`src/design/assert_macros.svh`:
```
// assertion helpers shared by the rtl
`ifndef ASSERT_MACROS_SVH
`define ASSERT_MACROS_SVH

`ifndef ASSERT_OFF
`define ASSERT_CLK(lbl, clk, rst_n, prop, msg) \
  lbl: assert property (@(posedge clk) disable iff (!rst_n) (prop)) else $error(msg);
`define ASSERT_DEF(lbl, prop, msg) `ASSERT_CLK(lbl, clk_i, rst_ni, prop, msg)
`else
`define ASSERT_CLK(lbl, clk, rst_n, prop, msg)
`define ASSERT_DEF(lbl, prop, msg)
`endif

`endif

```
`src/design/rpn_pkg.sv`:
```
package rpn_pkg;

  localparam int unsigned DataW   = 32;
  localparam int unsigned DepthW  = 5;
  localparam int unsigned StatusW = 3;
  localparam int unsigned ActW    = 3;
  localparam int unsigned InDataW  = 32;
  localparam int unsigned OutDataW = 40;
  localparam int unsigned PcW     = 5;

  typedef enum logic [ActW-1:0] {
    ACT_PUSH   = 3'd0,
    ACT_ADD    = 3'd1,
    ACT_SUB    = 3'd2,
    ACT_MUL    = 3'd3,
    ACT_DIV    = 3'd4,
    ACT_FINISH = 3'd5
  } action_e;

  typedef enum logic [StatusW-1:0] {
    ST_OK      = 3'd0,
    ST_UNDER   = 3'd1,
    ST_OVER    = 3'd2,
    ST_DIVZERO = 3'd3,
    ST_EMPTY   = 3'd4
  } status_e;

  typedef enum logic [4:0] {
    U_IDLE,
    U_PUSH_CHK,
    U_PUSH_EMIT,
    U_OP_CHK,
    U_RD_TOP,
    U_RD_NEXT,
    U_LD_A,
    U_ALU,
    U_DIV_CHK,
    U_DIV_WAIT,
    U_DIV_FIN,
    U_OP_EMIT,
    U_ERR_RD,
    U_ERR_LD,
    U_ERR_EMIT,
    U_FIN_CHK,
    U_FIN_RD,
    U_FIN_EMIT,
    U_FIN_EMPTY
  } uop_e;

  // J_FLAG: target if flag else next; J_FLAG_IDLE: target if flag else idle
  typedef enum logic [2:0] {
    J_NEXT,
    J_GOTO,
    J_FLAG,
    J_FLAG_IDLE,
    J_DISPATCH
  } jump_e;

  typedef logic [PcW-1:0] pc_t;

  localparam pc_t PC_IDLE      = 5'd0;
  localparam pc_t PC_PUSH      = 5'd1;
  localparam pc_t PC_PUSH_EMIT = 5'd2;
  localparam pc_t PC_OP        = 5'd3;
  localparam pc_t PC_RD_TOP    = 5'd4;
  localparam pc_t PC_RD_NEXT   = 5'd5;
  localparam pc_t PC_LD_A      = 5'd6;
  localparam pc_t PC_ALU       = 5'd7;
  localparam pc_t PC_DIV       = 5'd8;
  localparam pc_t PC_DIV_WAIT  = 5'd9;
  localparam pc_t PC_DIV_FIN   = 5'd10;
  localparam pc_t PC_OP_EMIT   = 5'd11;
  localparam pc_t PC_ERR_RD    = 5'd12;
  localparam pc_t PC_ERR_LD    = 5'd13;
  localparam pc_t PC_ERR_EMIT  = 5'd14;
  localparam pc_t PC_FIN       = 5'd15;
  localparam pc_t PC_FIN_RD    = 5'd16;
  localparam pc_t PC_FIN_EMIT  = 5'd17;
  localparam pc_t PC_FIN_EMPTY = 5'd18;

  typedef struct packed {
    uop_e  op;
    jump_e jump;
    pc_t   target;
  } uword_t;

  // microcode store
  function automatic uword_t ucode(input pc_t pc);
    uword_t w;
    unique case (pc)
      PC_IDLE:      w = '{U_IDLE,      J_DISPATCH,  PC_IDLE};
      PC_PUSH:      w = '{U_PUSH_CHK,  J_FLAG,      PC_ERR_RD};
      PC_PUSH_EMIT: w = '{U_PUSH_EMIT, J_GOTO,      PC_IDLE};
      PC_OP:        w = '{U_OP_CHK,    J_FLAG,      PC_ERR_RD};
      PC_RD_TOP:    w = '{U_RD_TOP,    J_NEXT,      PC_IDLE};
      PC_RD_NEXT:   w = '{U_RD_NEXT,   J_NEXT,      PC_IDLE};
      PC_LD_A:      w = '{U_LD_A,      J_FLAG,      PC_DIV};
      PC_ALU:       w = '{U_ALU,       J_GOTO,      PC_OP_EMIT};
      PC_DIV:       w = '{U_DIV_CHK,   J_FLAG,      PC_ERR_EMIT};
      PC_DIV_WAIT:  w = '{U_DIV_WAIT,  J_FLAG,      PC_DIV_WAIT};
      PC_DIV_FIN:   w = '{U_DIV_FIN,   J_NEXT,      PC_IDLE};
      PC_OP_EMIT:   w = '{U_OP_EMIT,   J_GOTO,      PC_IDLE};
      PC_ERR_RD:    w = '{U_ERR_RD,    J_NEXT,      PC_IDLE};
      PC_ERR_LD:    w = '{U_ERR_LD,    J_NEXT,      PC_IDLE};
      PC_ERR_EMIT:  w = '{U_ERR_EMIT,  J_GOTO,      PC_IDLE};
      PC_FIN:       w = '{U_FIN_CHK,   J_FLAG,      PC_FIN_EMPTY};
      PC_FIN_RD:    w = '{U_FIN_RD,    J_NEXT,      PC_IDLE};
      PC_FIN_EMIT:  w = '{U_FIN_EMIT,  J_FLAG_IDLE, PC_FIN_RD};
      PC_FIN_EMPTY: w = '{U_FIN_EMPTY, J_GOTO,      PC_IDLE};
      default:      w = '{U_IDLE,      J_GOTO,      PC_IDLE};
    endcase
    return w;
  endfunction

  // entry point for each action, unknown actions fall back to idle
  function automatic pc_t dispatch(input logic [ActW-1:0] act);
    pc_t pc;
    unique case (act) inside
      ACT_PUSH:                           pc = PC_PUSH;
      ACT_ADD, ACT_SUB, ACT_MUL, ACT_DIV: pc = PC_OP;
      ACT_FINISH:                         pc = PC_FIN;
      default:                            pc = PC_IDLE;
    endcase
    return pc;
  endfunction

endpackage

```
`src/design/rpn_div.sv`:
```
module rpn_div (
  input  logic                      clk_i,
  input  logic                      rst_ni,
  input  logic                      start_i,
  input  logic [rpn_pkg::DataW-1:0] dividend_i,
  input  logic [rpn_pkg::DataW-1:0] divisor_i,
  output logic [rpn_pkg::DataW-1:0] quotient_o,
  output logic                      busy_o
);
  import rpn_pkg::*;

  localparam int unsigned CntW = $clog2(DataW);

  logic             busy_q, busy_d;
  logic [CntW-1:0]  cnt_q, cnt_d;
  logic             neg_q, neg_d;
  logic [DataW-1:0] quo_q, quo_d;
  logic [DataW-1:0] rem_q, rem_d;
  logic [DataW-1:0] dsr_q, dsr_d;
  logic [DataW:0]   shifted;
  logic [DataW:0]   diff;
  logic             fits;

  assign shifted = {rem_q, quo_q[DataW-1]};
  assign diff    = shifted - {1'b0, dsr_q};
  assign fits    = !diff[DataW];

  always_comb begin
    busy_d = busy_q;
    cnt_d  = cnt_q;
    neg_d  = neg_q;
    quo_d  = quo_q;
    rem_d  = rem_q;
    dsr_d  = dsr_q;
    if (start_i) begin
      // work on magnitudes, sign fixed up at the end
      busy_d = 1'b1;
      cnt_d  = CntW'(DataW - 1);
      neg_d  = dividend_i[DataW-1] ^ divisor_i[DataW-1];
      quo_d  = dividend_i[DataW-1] ? (~dividend_i + 1'b1) : dividend_i;
      dsr_d  = divisor_i[DataW-1] ? (~divisor_i + 1'b1) : divisor_i;
      rem_d  = '0;
    end else if (busy_q) begin
      rem_d = fits ? diff[DataW-1:0] : shifted[DataW-1:0];
      quo_d = {quo_q[DataW-2:0], fits};
      if (cnt_q == '0) begin
        busy_d = 1'b0;
      end else begin
        cnt_d = cnt_q - 1'b1;
      end
    end
  end

  always_ff @(posedge clk_i or negedge rst_ni) begin
    if (!rst_ni) begin
      busy_q <= 1'b0;
      cnt_q  <= '0;
    end else begin
      busy_q <= busy_d;
      cnt_q  <= cnt_d;
    end
  end

  always_ff @(posedge clk_i) begin
    neg_q <= neg_d;
    quo_q <= quo_d;
    rem_q <= rem_d;
    dsr_q <= dsr_d;
  end

  assign quotient_o = neg_q ? (~quo_q + 1'b1) : quo_q;
  assign busy_o     = busy_q;

endmodule

```
`src/design/rpn_stack_calculator.sv`:
```
// channel   dir  tvalid/tready  tdata (low bit up)                    tuser    tlast
// s_axis    in   request        operand[31:0]                        action   -
// m_axis    out  request        result_value[31:0], stack_depth[4:0] status   last
//
// one item at a time under a microcoded sequencer with a stack memory of one write and one read port
// push: check, emit; arithmetic: check, read two entries, compute (radix-2 divider), emit
// finish reads and emits each entry in turn, the stack memory giving one entry per read step
// a result step waits while the output register is full and not taken
// reset empties the stack at once, the memory itself is not cleared
`include "assert_macros.svh"

module rpn_stack_calculator #(
  parameter int unsigned STACK_DEPTH = 16
) (
  input  logic                         clk_i,
  input  logic                         rst_ni,
  input  logic                         s_axis_tvalid_i,
  output logic                         s_axis_tready_o,
  input  logic [rpn_pkg::InDataW-1:0]  s_axis_tdata_i,  // operand
  input  logic [rpn_pkg::ActW-1:0]     s_axis_tuser_i,  // action
  output logic                         m_axis_tvalid_o,
  input  logic                         m_axis_tready_i,
  output logic [rpn_pkg::OutDataW-1:0] m_axis_tdata_o,  // result_value, stack_depth, zero pad
  output logic [rpn_pkg::StatusW-1:0]  m_axis_tuser_o,  // status
  output logic                         m_axis_tlast_o
);
  import rpn_pkg::*;

  localparam int unsigned AddrW = $clog2(STACK_DEPTH);
  localparam int unsigned SpW   = $clog2(STACK_DEPTH + 1);

  // sequencer
  pc_t    pc_q, pc_d;
  uword_t uw;
  logic   flag;
  logic   stall;

  // datapath
  logic [ActW-1:0]    act_q, act_d;
  logic [DataW-1:0]   opnd_q, opnd_d;
  logic [SpW-1:0]     sp_q, sp_d;
  logic [DataW-1:0]   a_q, a_d;
  logic [DataW-1:0]   b_q, b_d;
  logic [DataW-1:0]   r_q, r_d;
  logic [StatusW-1:0] status_q, status_d;
  logic [AddrW-1:0]   idx_q, idx_d;
  logic [SpW-1:0]     sp_m1, sp_m2;
  logic [DataW-1:0]   prod;
  logic               full, under, more;

  // stack memory
  logic [DataW-1:0] mem [STACK_DEPTH];
  logic             mem_we, mem_re;
  logic [AddrW-1:0] mem_waddr, mem_raddr;
  logic [DataW-1:0] mem_wdata;
  logic [DataW-1:0] rd_q;

  // divider
  logic             div_start;
  logic [DataW-1:0] div_quo;
  logic             div_busy;

  // output register
  logic               out_valid_q, out_valid_d;
  logic [DataW-1:0]   out_value_q, out_value_d;
  logic [DepthW-1:0]  out_depth_q, out_depth_d;
  logic [StatusW-1:0] out_status_q, out_status_d;
  logic               out_last_q, out_last_d;
  logic               out_free;
  logic               emit;

  assign uw       = ucode(pc_q);
  assign out_free = !out_valid_q || m_axis_tready_i;
  assign sp_m1    = sp_q - SpW'(1);
  assign sp_m2    = sp_q - SpW'(2);
  assign full     = (sp_q == SpW'(STACK_DEPTH));
  assign under    = (sp_q < SpW'(2));
  assign more     = (idx_q != sp_m1[AddrW-1:0]);
  assign prod     = a_q * b_q;

  assign s_axis_tready_o = (uw.op == U_IDLE);

  // stall and jump flag of the current step
  always_comb begin
    stall = 1'b0;
    flag  = 1'b0;
    unique case (uw.op) inside
      U_IDLE:      stall = !s_axis_tvalid_i;
      U_PUSH_CHK:  flag = full;
      U_OP_CHK:    flag = under;
      U_LD_A:      flag = (act_q == ACT_DIV);
      U_DIV_CHK:   flag = (b_q == '0);
      U_DIV_WAIT:  flag = div_busy;
      U_FIN_CHK:   flag = (sp_q == '0);
      U_FIN_EMIT: begin
        flag  = more;
        stall = !out_free;
      end
      U_PUSH_EMIT, U_OP_EMIT, U_ERR_EMIT, U_FIN_EMPTY: stall = !out_free;
      default: begin
        stall = 1'b0;
        flag  = 1'b0;
      end
    endcase
  end

  // next step
  always_comb begin
    pc_d = pc_q;
    if (!stall) begin
      unique case (uw.jump)
        J_NEXT:      pc_d = pc_q + 1'b1;
        J_GOTO:      pc_d = uw.target;
        J_FLAG:      pc_d = flag ? uw.target : pc_q + 1'b1;
        J_FLAG_IDLE: pc_d = flag ? uw.target : PC_IDLE;
        J_DISPATCH:  pc_d = dispatch(s_axis_tuser_i);
        default:     pc_d = PC_IDLE;
      endcase
    end
  end

  // datapath control
  always_comb begin
    act_d        = act_q;
    opnd_d       = opnd_q;
    sp_d         = sp_q;
    a_d          = a_q;
    b_d          = b_q;
    r_d          = r_q;
    status_d     = status_q;
    idx_d        = idx_q;
    mem_we       = 1'b0;
    mem_re       = 1'b0;
    mem_waddr    = sp_q[AddrW-1:0];
    mem_raddr    = sp_m1[AddrW-1:0];
    mem_wdata    = opnd_q;
    div_start    = 1'b0;
    emit         = 1'b0;
    out_value_d  = out_value_q;
    out_depth_d  = out_depth_q;
    out_status_d = out_status_q;
    out_last_d   = out_last_q;
    if (!stall) begin
      unique case (uw.op)
        U_IDLE: begin
          act_d  = s_axis_tuser_i;
          opnd_d = s_axis_tdata_i;
        end
        U_PUSH_CHK: status_d = full ? ST_OVER : ST_OK;
        U_PUSH_EMIT: begin
          mem_we       = 1'b1;
          sp_d         = sp_q + 1'b1;
          emit         = 1'b1;
          out_value_d  = opnd_q;
          out_depth_d  = DepthW'(sp_q + 1'b1);
          out_status_d = ST_OK;
          out_last_d   = 1'b1;
        end
        U_OP_CHK: status_d = under ? ST_UNDER : ST_OK;
        U_RD_TOP: mem_re = 1'b1;
        U_RD_NEXT: begin
          b_d       = rd_q;
          mem_re    = 1'b1;
          mem_raddr = sp_m2[AddrW-1:0];
        end
        U_LD_A: a_d = rd_q;
        U_ALU: begin
          case (act_q)
            ACT_ADD: r_d = a_q + b_q;
            ACT_SUB: r_d = a_q - b_q;
            default: r_d = prod;
          endcase
        end
        U_DIV_CHK: begin
          if (b_q == '0) begin
            status_d = ST_DIVZERO;
          end else begin
            div_start = 1'b1;
          end
        end
        U_DIV_WAIT: r_d = r_q;
        U_DIV_FIN: r_d = div_quo;
        U_OP_EMIT: begin
          // result replaces the next entry, the top goes away
          mem_we       = 1'b1;
          mem_waddr    = sp_m2[AddrW-1:0];
          mem_wdata    = r_q;
          sp_d         = sp_m1;
          emit         = 1'b1;
          out_value_d  = r_q;
          out_depth_d  = DepthW'(sp_m1);
          out_status_d = ST_OK;
          out_last_d   = 1'b1;
        end
        U_ERR_RD: mem_re = 1'b1;
        U_ERR_LD: b_d = (sp_q == '0) ? '0 : rd_q;
        U_ERR_EMIT: begin
          emit         = 1'b1;
          out_value_d  = b_q;
          out_depth_d  = DepthW'(sp_q);
          out_status_d = status_q;
          out_last_d   = 1'b1;
        end
        U_FIN_CHK: idx_d = '0;
        U_FIN_RD: begin
          mem_re    = 1'b1;
          mem_raddr = idx_q;
        end
        U_FIN_EMIT: begin
          emit         = 1'b1;
          out_value_d  = rd_q;
          out_depth_d  = '0;
          out_status_d = ST_OK;
          out_last_d   = !more;
          idx_d        = idx_q + 1'b1;
          if (!more) begin
            sp_d = '0;
          end
        end
        U_FIN_EMPTY: begin
          emit         = 1'b1;
          out_value_d  = '0;
          out_depth_d  = '0;
          out_status_d = ST_EMPTY;
          out_last_d   = 1'b1;
        end
        default: begin
          emit = 1'b0;
        end
      endcase
    end
  end

  assign out_valid_d = emit | (out_valid_q & !m_axis_tready_i);

  always_ff @(posedge clk_i or negedge rst_ni) begin
    if (!rst_ni) begin
      pc_q        <= PC_IDLE;
      sp_q        <= '0;
      out_valid_q <= 1'b0;
    end else begin
      pc_q        <= pc_d;
      sp_q        <= sp_d;
      out_valid_q <= out_valid_d;
    end
  end

  always_ff @(posedge clk_i) begin
    act_q        <= act_d;
    opnd_q       <= opnd_d;
    a_q          <= a_d;
    b_q          <= b_d;
    r_q          <= r_d;
    status_q     <= status_d;
    idx_q        <= idx_d;
    out_value_q  <= out_value_d;
    out_depth_q  <= out_depth_d;
    out_status_q <= out_status_d;
    out_last_q   <= out_last_d;
  end

  always_ff @(posedge clk_i) begin
    if (mem_we) begin
      mem[mem_waddr] <= mem_wdata;
    end
    if (mem_re) begin
      rd_q <= mem[mem_raddr];
    end
  end

  rpn_div u_div (
    .clk_i      (clk_i),
    .rst_ni     (rst_ni),
    .start_i    (div_start),
    .dividend_i (a_q),
    .divisor_i  (b_q),
    .quotient_o (div_quo),
    .busy_o     (div_busy)
  );

  assign m_axis_tvalid_o = out_valid_q;
  assign m_axis_tdata_o  = {(OutDataW - DataW - DepthW)'(0), out_depth_q, out_value_q};
  assign m_axis_tuser_o  = out_status_q;
  assign m_axis_tlast_o  = out_last_q;

  // a known action taken in idle leaves idle on the next cycle
  `ASSERT_DEF(a_one_item_at_a_time, (s_axis_tready_o && pc_d != PC_IDLE) |=> !s_axis_tready_o,
              "request taken while busy")
  `ASSERT_DEF(a_div_only_in_wait, div_busy |-> (pc_q == PC_DIV_WAIT),
              "divider running outside its wait step")
  `ASSERT_DEF(a_drain_empties, (uw.op == U_FIN_EMIT && out_free && !more) |=> (sp_q == '0),
              "stack not empty after drain")

endmodule

```
`config.mk`:
```
export PLATFORM = sky130hd
export DESIGN_NAME = rpn_stack_calculator
export DESIGN_NICKNAME = d
export VERILOG_FILES = /design/src/design/rpn_pkg.sv /design/src/design/rpn_div.sv /design/src/design/rpn_stack_calculator.sv
export VERILOG_INCLUDE_DIRS = /design/src /design/src/design
export SDC_FILE = /design/constraint.sdc
export NUM_CORES = 2
export LEC_CHECK = 0
export ABC_AREA = 0
export BUFFER_PORTS_ARGS = -buffer_cell sky130_fd_sc_hd__buf_2
export CAP_MARGIN = 20
export CORE_MARGIN = 2
export CORE_UTILIZATION = 65
export CTS_CLUSTER_SIZE = 30
export DETAILED_ROUTE_END_ITERATION = 16
export HOLD_SLACK_MARGIN = 0.08
export PLACE_DENSITY = 0.8
export SYNTH_ARGS = -nofsm -noshare
export SYNTH_HDL_FRONTEND = slang
export SYNTH_SLANG_ARGS = --single-unit
```
`constraint.sdc`:
```
create_clock -name clk_i -period 16.75 [get_ports clk_i]
set_input_delay 1.675 -clock clk_i [delete_from_list [all_inputs] [get_ports clk_i]]
set_output_delay 1.675 -clock clk_i [all_outputs]
set_load 0.05 [all_outputs]
```
=== Yosys cells after proc, flatten, opt, wreduce, memory -nomap -nowiden ===
Memories as Yosys holds them, arrays and structs flattened. A register that Yosys moved wholly into a read port is not among the register bits.
Cells that the tools add are included.

* Bits in registers: 293
* Bits in writable memories: 512
* Bits in read-only memories: 416
* Output and inout bits: 46
* Word-level logic and storage cells: 171
* Memories kept: 2

{| class="wikitable"
|+ Memory list
! name !! depth !! bits a word !! rd ports !! clocked after Yosys merged registers in !! wr ports !! RTL line !! RTL
|-
| mem || 16 || 32 || 1 || 1 || 1 || rpn_stack_calculator.sv:52 || <nowiki>logic [DataW-1:0] mem [STACK_DEPTH];</nowiki>
|-
| (name not given) || 32 || 13 || 1 || 0 || 0 || rpn_pkg.sv:90 || <nowiki>unique case (pc)</nowiki>
|}

* Add/subtract/negate cells: 12
* $mul: 1
* Order comparisons: 1
* Eq/ne operators: 35
* Muxes and demuxes: 50
* Bitwise logic cells: 7
* Reductions and logical operators: 42

{| class="wikitable"
|+ Operator list
! cell !! count
|-
| $mux 32 || 8
|-
| $pmux 32 s2 || 3
|-
| $pmux 32 s5 || 1
|-
| $add 32x1->32 const B || 3
|-
| $not 32->32 || 3
|-
| $eq 5x4->1 const B || 8
|-
| $sub 33x32->33 || 1
|-
| $add 32x32->32 || 1
|-
| $logic_not 32->1 || 1
|-
| $mul 32x32->32 || 1
|-
| $sub 32x32->32 || 1
|-
| $mux 31 || 1
|-
| $mux 5 || 6
|-
| $pmux 5 s5 || 1
|-
| $eq 5x3->1 const B || 4
|-
| $eq 5x5->1 const B || 4
|-
| $pmux 5 s4 || 1
|-
| $reduce_and 2->1 || 10
|-
| $pmux 3 s3 || 2
|-
| $pmux 4 s2 || 2
|-
| $eq 3x2->1 const B || 5
|-
| $logic_not 5->1 || 3
|-
| $mux 1 || 15
|-
| $pmux 5 s3 || 1
|-
| 34 further kinds || 62
|}

=== Longest topological paths before layout ===
* Depth after elaboration: 7
* Mapped depth: 27

=== By module ===
A second synthesis with hierarchy kept.

* Cell total of the unflattened synthesis: 5,203
* Area, all modules: 56,181.4 µm²

{| class="wikitable"
|+ By module, submodules not included
! module !! instances !! cells an instance !! area an instance (µm²) !! seq. area each (µm²)
|-
| rpn_stack_calculator || 1 || 4,309 || 48,421.4 || 21,956.1
|-
| rpn_div || 1 || 894 || 7,759.9 || 2,742.6
|}

=== Worst setup path before layout ===
Ideal clock, no wire load.

* Path kind: register to register
* From: register b_q[5]
* To: register r_q[28], data pin
* Setup time: 255 ps
* Arrival: 7,079 ps
* Data required time: 16,495 ps
* Setup slack: 9,415 ps
* Cell stages (with the launch flop): 24
* Path buffers: 2
* Period minus slack after synthesis: 7,335 ps
* Path through: edfxtp_1 clkbuf_1 clkbuf_1 and2_1 fa_1 fa_1 fa_1 inv_1 fa_1 inv_1 fa_1 fa_1 fa_1 fa_1 ha_1 a21o_1 a21o_1 a211o_1 or3b_2 o21ba_2 a31oi_1 xor2_1 a22o_1 nor2_1

* Word-level cells in the longest chain between the ends: 3
* Elaborated cells on any way between the ends: 5
* Those cells by class: add/sub (2); mul (1); mux (2)

{| class="wikitable"
|+ Ends and longest elaborated chain
! element !! RTL line !! RTL
|-
| start: declaration || rpn_stack_calculator.sv:43 || <nowiki>logic [DataW-1:0] b_q, b_d;</nowiki>
|-
| start signal: assignment || rpn_stack_calculator.sv:252 || <nowiki>b_q <= b_d;</nowiki>
|-
| $mul 32x32->32, or another cell as far along || rpn_stack_calculator.sv:79 || <nowiki>assign prod = a_q * b_q;</nowiki>
|-
| $pmux 32 s2 (*) || rpn_stack_calculator.sv:168 || <nowiki>case (act_q)</nowiki>
|-
| $pmux 32 s2 (*) || rpn_stack_calculator.sv:144 || <nowiki>unique case (uw.op)</nowiki>
|-
| end signal: assignment || rpn_stack_calculator.sv:253 || <nowiki>r_q <= r_d;</nowiki>
|-
| end: declaration || rpn_stack_calculator.sv:44 || <nowiki>logic [DataW-1:0] r_q, r_d;</nowiki>
|}

Mark *: on every way between the ends. The rest lies on a longest branch, timed or not.
A chain may end at the register's enable or synchronous reset.

=== Worst setup path after layout ===
* From: register a_q[14]
* To: register r_q[29], data pin

* Word-level cells in the longest chain between the ends: 3
* Elaborated cells on any way between the ends: 5
* Those cells by class: add/sub (2); mul (1); mux (2)

{| class="wikitable"
|+ Ends and longest elaborated chain
! element !! RTL line !! RTL
|-
| start: declaration || rpn_stack_calculator.sv:42 || <nowiki>logic [DataW-1:0] a_q, a_d;</nowiki>
|-
| start signal: assignment || rpn_stack_calculator.sv:251 || <nowiki>a_q <= a_d;</nowiki>
|-
| $mul 32x32->32, or another cell as far along || rpn_stack_calculator.sv:79 ||
|-
| $pmux 32 s2 (*) || rpn_stack_calculator.sv:168 ||
|-
| $pmux 32 s2 (*) || rpn_stack_calculator.sv:144 ||
|}

Marked as above.

==> reports/qor.txt <==
Status -> finished clean
Final Slew Violations -> 0
Critical path class -> reg -> reg
Top_reg_cell synth -> edfxtp_1
Clock Tree Root -> clkbuf_16
Final wirelength -> 156 mm
DP HPWL -> 102 mm
DR vias -> 40700
Gate Count Post-Synth -> 5247
Die W -> 296 µm
RSZ-0062 raised after global routing -> no
Largest net degree at the start of global routing -> 195
Routability cong. -> 0.993
Max cap viols -> 0
Die Ht -> 296 µm
Highest Clock Rate -> 0.124 GHz
Layout net count -> 5841
Post-synth EDFFs -> 787
Fillers -> 6076
Final worst path period share -> 48.1%
Boundary Pins -> 85
Final Hold Viols -> 0
First-pass GRT wire length -> 238 mm
Element type at the critical path end -> register
Final hold slack -> 491 ps
Postcts setup bufs -> 0
Worst-Skew Late Latency -> 710 ps
Avg Vias per Cell -> 6.35
Clk_skew -> 76.9 ps
Post-route ant nets -> 0
Final setup TNS -> 0 ps
Remaining Overflow, GRT -> 0
Most frequent cells in the layout -> 787 x edfxtp_1, 772 x nand2_1, 446 x inv_1
CTS Buffer Depth -> 3
CTS sink cnt -> 836
Most common cell after layout, fill and taps aside -> edfxtp_1
Average size of a mapped cell -> 10.6 µm²
Final setup viols -> 0
CP max FO -> 23
Worst endpoint required time -> 17110 ps
Seq/Total Area, Yosys -> 44.4%
Register Area -> 0.0247 mm²
Initial antenna violation count -> 10
Cell Rows -> 107
Layout cell share with drive strength beyond 1 -> 6.98%
Worst-Margin Slew -> 1150 ps
Post-CTS sizing -> 0
Clock transition at path regs -> 70 ps
Setup crit start kind -> register
Min-delay worst type -> reg -> reg
Min Tclk post-route -> 8050 ps
Area growth syn-to-layout -> 7.89%
Flops & latches, synth -> 836
I/O Buffers -> 81
Top cells by area, synth -> edfxtp_1 43%, fa_1 15%, nand2_1 5.2%
Pre-Repair DR Iteration Count -> 7
Vias in the first global route -> 40400
Footprint of the multi-input gates -> 0.0282 mm²
Yosys warns -> 0
Yosys top cell by area -> edfxtp_1
CTS tree -> built
Slew HR -> 23.1%
Die area -> 0.0878 mm²
GRT Util Overall -> 36.3%
First DRT Iteration DRCs -> 4802
CTS H-tree depth -> 3
Initial core utilization -> 65.5%
CP Data Arrival Time -> 8410 ps
Top cell type's share of synthesized area -> 42.5%
Post-route DRC -> 0
Post-synthesis cell area -> 0.0556 mm²
Unique masters post-synth -> 92
Ys async rst share -> 2.03%
Core area -> 0.0849 mm²
CTS Buf Count -> 86
Hold_buf cts -> 0
Per-cell routed wire length -> 24.4 µm
-- synthesized netlist by cell type, types with 5 or more instances --
| cell | instances |
|---|---|
| xnor2_1 | 135 |
| a31oi_1 | 112 |
| nand2_1 | 772 |
| o22ai_1 | 7 |
| and4_1 | 6 |
| dfrtp_1 | 17 |
| ha_1 | 205 |
| nand3b_1 | 7 |
| clkbuf_1 | 266 |
| buf_1 | 26 |
| or2_2 | 13 |
| nor3_1 | 40 |
| o21ai_1 | 33 |
| dfxtp_1 | 32 |
| a221oi_1 | 5 |
| a211oi_1 | 105 |
| and3_1 | 17 |
| o21a_1 | 12 |
| o221ai_1 | 38 |
| or4_1 | 14 |
| a22oi_1 | 66 |
| a21oi_1 | 127 |
| buf_2 | 24 |
| o31ai_1 | 50 |
| fa_1 | 410 |
| o41ai_1 | 6 |
| edfxtp_1 | 787 |
| inv_1 | 447 |
| o21ai_0 | 189 |
| a211o_1 | 8 |
| and2_1 | 377 |
| o211ai_1 | 18 |
| o21bai_1 | 9 |
| nand4_1 | 16 |
| nor2_1 | 358 |
| a21o_1 | 19 |
| or3_1 | 36 |
| a222oi_1 | 7 |
| nor2b_1 | 45 |
| xor2_1 | 125 |
| nand2b_1 | 28 |
| a311oi_1 | 6 |
| mux2i_1 | 35 |
| nand3_1 | 95 |
-- kinds of logic after synthesis --
| group | count (synthesis) | synth area share (%) |
|---|---|---|
| AO/OA/AOI/OAI | 867 | 10.3 |
| XOR/XNOR | 262 | 4.18 |
| adder cells (fa/ha/maj) | 615 | 19.4 |
| buffers and inverters | 772 | 5.33 |
| flip-flops | 836 | 44.4 |
| multiplexers | 37 | 0.671 |
| other | 1 | 0.00675 |
| AND/OR/NAND/NOR | 1857 | 15.7 |
-- final timing paths --
path	slack, ps	cells past startpoint	end	startpoint
setup / recovery	8700	23	r_q[29]	a_q[14]
hold / removal	490	0	a_q[26]	rd_q[26]
setup reg to reg	8700	23	r_q[29]	a_q[14]
hold reg to reg	490	0	a_q[26]	rd_q[26]
max in group asynchronous	15490	1	u_div.cnt_q[4]	rst_ni
min in group asynchronous	940	1	sp_q[0]	rst_ni
-- through the flow --
| stage | setup slack [ps] | area, µm² | std cells | utilization (%) |
|---|---|---|---|---|
| detailed placement | 8840 | 57100 | 6242 | 67.3 |
| global route | 8410 | 59900 | 6400 | 70.6 |
| CTS | 8820 | 59900 | 6398 | 70.6 |
| finish | 8700 | 60000 | 6403 | 70.6 |
| global placement | 9030 | 57100 | 6241 | 67.2 |
| floorplan | 9420 | 55600 | 5249 | - |
-- cell type report --
cell class                 count  share of cell area [%]
clock inverter                47                   0.924
tap                         1144                    2.39
multi-input combinational   3641                    47.0
clock buffer                 109                    3.78
timing repair buffer         172                    1.91
antenna                        4                  0.0167
sequential                   836                    41.2
inverter                     450                    2.82
-- worst max-delay path, cell delays in order, from the launching register on --
cell	delay, ps
edfxtp_1	1050
and2_1	260
fa_1	410
inv_1	80
fa_1	420
fa_1	480
fa_1	550
inv_1	50
fa_1	510
inv_1	70
fa_1	530
inv_1	50
fa_1	380
fa_1	410
ha_1	400
a21oi_1	360
o21ai_0	200
a22oi_1	230
o2111ai_1	420
a32o_1	360
nor2_1	110
xnor2_1	70
o21ai_0	160
o22ai_1	120
-- sequential cells by signal, summed over array words and instances (netlist names) --
register / count
a_q: 32
act_q: 3
b_q: 32
idx_q: 4
m_axis_tlast_o: 1
m_axis_tuser_o: 3
m_axis_tvalid_o: 1
mem: 512
opnd_q: 32
out_depth_q: 5
out_value_q: 32
pc_q: 5
r_q: 32
rd_q: 32
sp_q: 5
status_q: 2
u_div.busy_o: 1
u_div.cnt_q: 5
u_div.dsr_q: 32
u_div.neg_q: 1
u_div.quo_q: 32
u_div.rem_q: 32
-- per-layer routing --
layer	wire length, µm	vias up	track usage, %
met1	57400	20000	47.6
met3	16000	569	7.10
met2	72800	2295	57.4
met5	40	-	0
li1	-	17800	-
met4	9720	6	20.4
Power is not shown: default switching activity piles up to over one toggle a cycle in this logic, so the estimate is an artifact.
